[src/rtl/core/skt_pkg.sv]
// Shared types and constants for the sorted key table.
// Used by skt_cell, skt_pick, sorted_key_table and the testbench; depends on nothing.
`timescale 1ns / 1ps
`default_nettype none

package skt_pkg;

  // Field widths of the item and result channels.
  localparam int OPCODE_W  = 2;
  localparam int KEY_W     = 31;
  localparam int PAYLOAD_W = 32;
  localparam int STATUS_W  = 2;
  localparam int INDEX_W   = 6;
  localparam int COUNT_W   = 7;

  // Default number of table entries.
  localparam int DEPTH_DEF = 64;

  // Operation codes.
  typedef enum logic [OPCODE_W-1:0] {
    OP_SEARCH = 2'd0,
    OP_INSERT = 2'd1,
    OP_DELETE = 2'd2
  } op_t;

  // Result status codes.
  localparam logic [STATUS_W-1:0] STATUS_OK      = 2'd0;
  localparam logic [STATUS_W-1:0] STATUS_MISSING = 2'd1;
  localparam logic [STATUS_W-1:0] STATUS_FULL    = 2'd2;

  // Contents of one table entry.
  typedef struct packed {
    logic [KEY_W-1:0]     key;
    logic [PAYLOAD_W-1:0] payload;
  } cell_data_t;

  // Command broadcast to every cell.
  typedef struct packed {
    logic                 ins_en;
    logic                 del_en;
    logic [KEY_W-1:0]     key;
    logic [PAYLOAD_W-1:0] payload;
  } cmd_t;

endpackage

`default_nettype wire

[src/rtl/core/skt_cell.sv]
// One entry of the sorted key table: holds a key and payload, compares the key
// against the broadcast key and shifts to or from its neighbors. Uses skt_pkg.
`timescale 1ns / 1ps
`default_nettype none

module skt_cell #(
  parameter int CELL_IDX = 0,
  parameter int CNT_W    = 7
) (
  input  wire logic                clk,
  input  wire skt_pkg::cmd_t       cmd_i,
  input  wire logic [CNT_W-1:0]    count_i,
  input  wire logic                left_le_i,
  input  wire logic                left_eq_i,
  input  wire skt_pkg::cell_data_t left_data_i,
  input  wire skt_pkg::cell_data_t right_data_i,
  output skt_pkg::cell_data_t      data_o,
  output logic                     le_o,
  output logic                     eq_o,
  output logic                     hit_o,
  output logic                     ins_o
);

  skt_pkg::cell_data_t data_r;
  skt_pkg::cell_data_t data_nxt;
  logic                occ;
  logic                lt;

  // Compare flags; an entry at or above the count takes part in no match.
  always_comb begin
    occ   = CNT_W'(CELL_IDX) < count_i;
    eq_o  = occ && (data_r.key == cmd_i.key);
    le_o  = occ && (data_r.key <= cmd_i.key);
    lt    = le_o && !eq_o;
    // First equal entry, and the slot a new entry takes after equal keys.
    hit_o = eq_o && !left_eq_i;
    ins_o = !le_o && left_le_i;
  end

  // Insert shifts larger entries up one place; delete pulls entries from
  // the first match onward down one place.
  always_comb begin
    data_nxt = data_r;
    if (cmd_i.ins_en && !le_o) begin
      if (left_le_i) begin
        data_nxt.key     = cmd_i.key;
        data_nxt.payload = cmd_i.payload;
      end else begin
        data_nxt = left_data_i;
      end
    end else if (cmd_i.del_en && !lt) begin
      data_nxt = right_data_i;
    end
  end

  always_ff @(posedge clk) begin
    data_r <= data_nxt;
  end

  assign data_o = data_r;

endmodule

`default_nettype wire

[config.mk]
export PLATFORM = sky130hd
export DESIGN_NAME = skt_cell
export DESIGN_NICKNAME = d
export VERILOG_FILES = /design/src/rtl/core/skt_pkg.sv /design/src/rtl/core/skt_cell.sv
export SDC_FILE = /design/constraint.sdc
export NUM_CORES = 1
export LEC_CHECK = 0
export BUFFER_PORTS_ARGS = -buffer_cell sky130_fd_sc_hd__clkbuf_2
export CAP_MARGIN = 25
export CELL_PAD_IN_SITES_DETAIL_PLACEMENT = 0
export CELL_PAD_IN_SITES_GLOBAL_PLACEMENT = 1
export CORE_UTILIZATION = 36
export DETAILED_ROUTE_END_ITERATION = 10
export PLACE_DENSITY_LB_ADDON = 0.1
export SLEW_MARGIN = 10
export SYNTH_ARGS = -nofsm -noshare
export SYNTH_HDL_FRONTEND = slang
export SYNTH_SLANG_ARGS = --single-unit
[constraint.sdc]
create_clock -name clk -period 15 [get_ports clk]
set_input_delay 3.75 -clock clk [delete_from_list [all_inputs] [get_ports clk]]
set_output_delay 3.75 -clock clk [all_outputs]
set_load 0.05 [all_outputs]
==> impl_summary.txt <==
----------------------------------------------------
[Outcome]
  Status ... complete, no violations

[Placement]
  Buffers added on ports ... 267
  Last weighted congestion value of the routability-driven placer ... 0.7485
  DP Wirelength ... 9663 µm
  Cells after DPL ... 748

[Detailed routing]
  Antenna viol nets, final ... 0
  Total detailed-routing wirelength ... 12,190 µm
  Vias after detailed routing ... 3,528
  Drt via density ... 4.618
  TritonRoute pass-1 iters ... 4
  DRC Markers ... 0
  Drt initial violations ... 114
  Routed wire length per instance ... 15.95 µm

[Final layout]
  Number of fill cells ... 1,151
  Number of nets in the finished design ... 823
  N_diodes ... 0
  Fraction of layout cells with a size suffix above 1 ... 0.6980
  Fin cells ... 764
  Layout Area Growth over Synthesis ... 39.99%
  Flip-flop count of the largest register, all copies and words added ... 63

[Synth]
  Leading register cell type out of synthesis ... sky130_fd_sc_hd__edfxtp_1
  Post-synthesis register bit count ... 63
  Sequential element share of the synthesized area ... 0.4187
  Avg Synthesized Cell Area ... 14.03 µm²
  Cell with the most instances after synthesis ... sky130_fd_sc_hd__mux2_2
  Commonest cells in the netlist ... sky130_fd_sc_hd__mux2_2 (66), sky130_fd_sc_hd__edfxtp_1 (63), sky130_fd_sc_hd__mux2_4 (60)
  Post-synth net total ... 554
  Netlist area before placement ... 4518 µm²
  Post-Syn Instances ... 322
  Synthesis Warnings ... 0
  Area share of the largest cell type after synthesis ... 0.4187
  Share of flip-flops with an asynchronous set or reset after synthesis ... 0
  Number of synthesized flops with an enable pin ... 63
  Number of different library cells in the post-synthesis netlist ... 29
  Library cell occupying the most area in the post-synthesis netlist ... sky130_fd_sc_hd__edfxtp_1
  Top post-synthesis cells by area ... sky130_fd_sc_hd__edfxtp_1 (42%), sky130_fd_sc_hd__mux2_4 (20%), sky130_fd_sc_hd__mux2_2 (16%)

[STA]
  Final clock period utilization by the worst path ... 0.6327
  Transition time at the pin with the least slew margin ... 0.9592 ns
  Highest attainable clock frequency ... 105.4 MHz
  Slew Limit Headroom ... 0.3583
  Final setup violation count ... 0
  Clock period minus final worst setup slack ... 9.491 ns
  Setup repair after global routing missed its margin ... no
  Pins Over Slew Limit ... 0
  Total negative slack for setup checks ... 0 ns
  Clock Skew ... 0.006893 ns
  Count of endpoints failing hold in the final timing report ... 0

[Pwr]
  Power per cell area ... 112.3 nW/µm²
  Leakage dissipation ... 3.134 nW
  Peak supply drop ... 0.05250 mV

[Clocking]
  CTS tree ... built
  Post-cts gate resize count ... 0
  CTS Root Cell ... sky130_fd_sc_hd__clkbuf_16
  Count of buffers added by post-CTS timing repair for setup ... 0
  H-tree Lvls ... 3
  Max Root-Sink Buffers ... 2
  Clock latency reported for the late side of the worst-skew pair ... 0.32 ns
  Clock buffers created by TritonCTS ... 9
  Clock-pin slew on the worst setup and hold paths ... 0.05 ns
  Total number of clock tree sinks ... 63
  Number of hold buffers added after CTS ... 0

[Setup path]
  Start-to-end type of the worst setup path ... in -> out
  Startpoint types ... primary input
  Max FO, Critical Path ... 3
  Arrival time of the worst setup path ... 5.74 ns
  Required time of the worst setup path ... 11.25 ns
  CP endpoint kind ... primary output

[Global route]
  Global-route wire length before repair ... 18,500 µm
  Antenna violations before repair ... 1
  Global-route total usage across every layer ... 0.1883
  Total congestion overflow ... 0
  Number of global-route vias before repair ... 3,722
  Largest net degree at the start of global routing ... 64

[Floorplanning]
  Die span in x ... 114.0 µm
  Number of standard-cell rows in the floorplan ... 40
  Effective utilization at floorplan ... 0.3730
  Core Box Area ... 12,110 µm²
  Number of top-level pins ... 268
  Die Footprint ... 13,000 µm²
  Vertical die dimension ... 114.0 µm

[Worst hold path]
  Class of the most critical hold timing path ... reg -> reg

[Run]
  Number of maximum-capacitance constraint violations ... 0

----------------------------------------------------
routing by layer:
layer  vias to the layer above  part of all wire  track usage
met4                         2             0.020      0.07706
met1                      1585              0.39       0.2162
li1                       1756                 -            -
met3                        19             0.085      0.05526
met2                       166              0.51       0.3273
met5                         -            0.0016            0
area by class of cell:
type	count	area (µm²)	share of cell area
Clock buffer	12	236.5	0.03739
Clock inverter	4	70.07	0.01108
Inverter	34	127.6	0.02018
Multi-Input combinational cell	212	2422	0.3830
Sequential cell	63	1892	0.2991
Tap cell	168	210.2	0.03323
Timing Repair Buffer	271	1366	0.2160
critical path: stages:
cell and delay [ns]:
sky130_fd_sc_hd__clkbuf_2 0.09, sky130_fd_sc_hd__inv_1 0.04, sky130_fd_sc_hd__ha_1 0.31, sky130_fd_sc_hd__a21oi_1 0.16, sky130_fd_sc_hd__a21oi_1 0.08, sky130_fd_sc_hd__o31a_1 0.31, sky130_fd_sc_hd__o41ai_4 0.31, sky130_fd_sc_hd__nand3_1 0.24
sky130_fd_sc_hd__and3_1 0.23, sky130_fd_sc_hd__clkbuf_2 0.23
power breakdown:
part | total [W] | switching (W) | internal, W
clock | 0.000217 | 0.0000722 | 0.000145
sequential | 0.000240 | 0.0000102 | 0.000229
combinational | 0.000254 | 0.000157 | 0.0000965
layout by cell type (no fill, tap or decap), types with 2 or more instances in the layout:
cell	n
sky130_fd_sc_hd__mux2_4	60
sky130_fd_sc_hd__clkbuf_16	9
sky130_fd_sc_hd__clkinv_2	2
sky130_fd_sc_hd__a21oi_1	10
sky130_fd_sc_hd__inv_1	34
sky130_fd_sc_hd__nor3_1	2
sky130_fd_sc_hd__edfxtp_1	63
sky130_fd_sc_hd__a21o_1	4
sky130_fd_sc_hd__mux2_2	66
sky130_fd_sc_hd__buf_4	4
sky130_fd_sc_hd__clkbuf_1	3
sky130_fd_sc_hd__nor4_2	2
sky130_fd_sc_hd__a211oi_1	3
sky130_fd_sc_hd__nand2_1	6
sky130_fd_sc_hd__bufinv_16	2
sky130_fd_sc_hd__nor2_1	5
sky130_fd_sc_hd__clkbuf_2	266
sky130_fd_sc_hd__ha_1	31
sky130_fd_sc_hd__nand4_1	6
sky130_fd_sc_hd__nand3_1	4
path summary, 6_finish.rpt:
kind                                           start                   end  slack [ns]  cells after the start
worst max-delay path                       cmd_i[34]                 ins_o        5.51                     10
worst min-delay path            data_o[47]$_DFFE_PP_  data_o[43]$_DFFE_PP_        1.48                      5
worst max register to register  data_o[54]$_DFFE_PP_   data_o[0]$_DFFE_PP_       11.46                      9
worst min register to register  data_o[47]$_DFFE_PP_  data_o[43]$_DFFE_PP_        1.48                      5
through the flow:
| stage | hold WS (ns) | utilization | total power, W | area [µm²] | setup WS (ns) |
|---|---|---|---|---|---|
| 4_1_cts | 1.504 | 0.5222 | 0.0007224 | 6325 | 5.485 |
| 5_1_grt | 1.596 | 0.5222 | 0.0007447 | 6325 | 5.402 |
| 6_report | 1.478 | 0.5222 | 0.0007104 | 6325 | 5.509 |
| 3_5_place_dp | 1.496 | 0.4969 | 0.0004998 | 6018 | 5.498 |
| 2_1_floorplan | 1.632 | - | 0.0004316 | 4518 | 5.878 |
| 3_3_place_gp | 1.484 | 0.4969 | 0.0004966 | 6018 | 5.535 |
cells by family (layout without fill, tap and decap cells):
| family | Yosys count | in the layout | synth area share |
|---|---|---|---|
| multiplexers | 126 | 126 | 0.3639 |
| flip-flops | 63 | 63 | 0.4187 |
| buffers and inverters | 47 | 321 | 0.04902 |
| adder cells (fa/ha/maj) | 31 | 31 | 0.08585 |
| AND/OR/NAND/NOR | 29 | 29 | 0.03656 |
| AO/OA/AOI/OAI | 26 | 26 | 0.04597 |
Note: power is estimated with default switching activity, not from simulation.
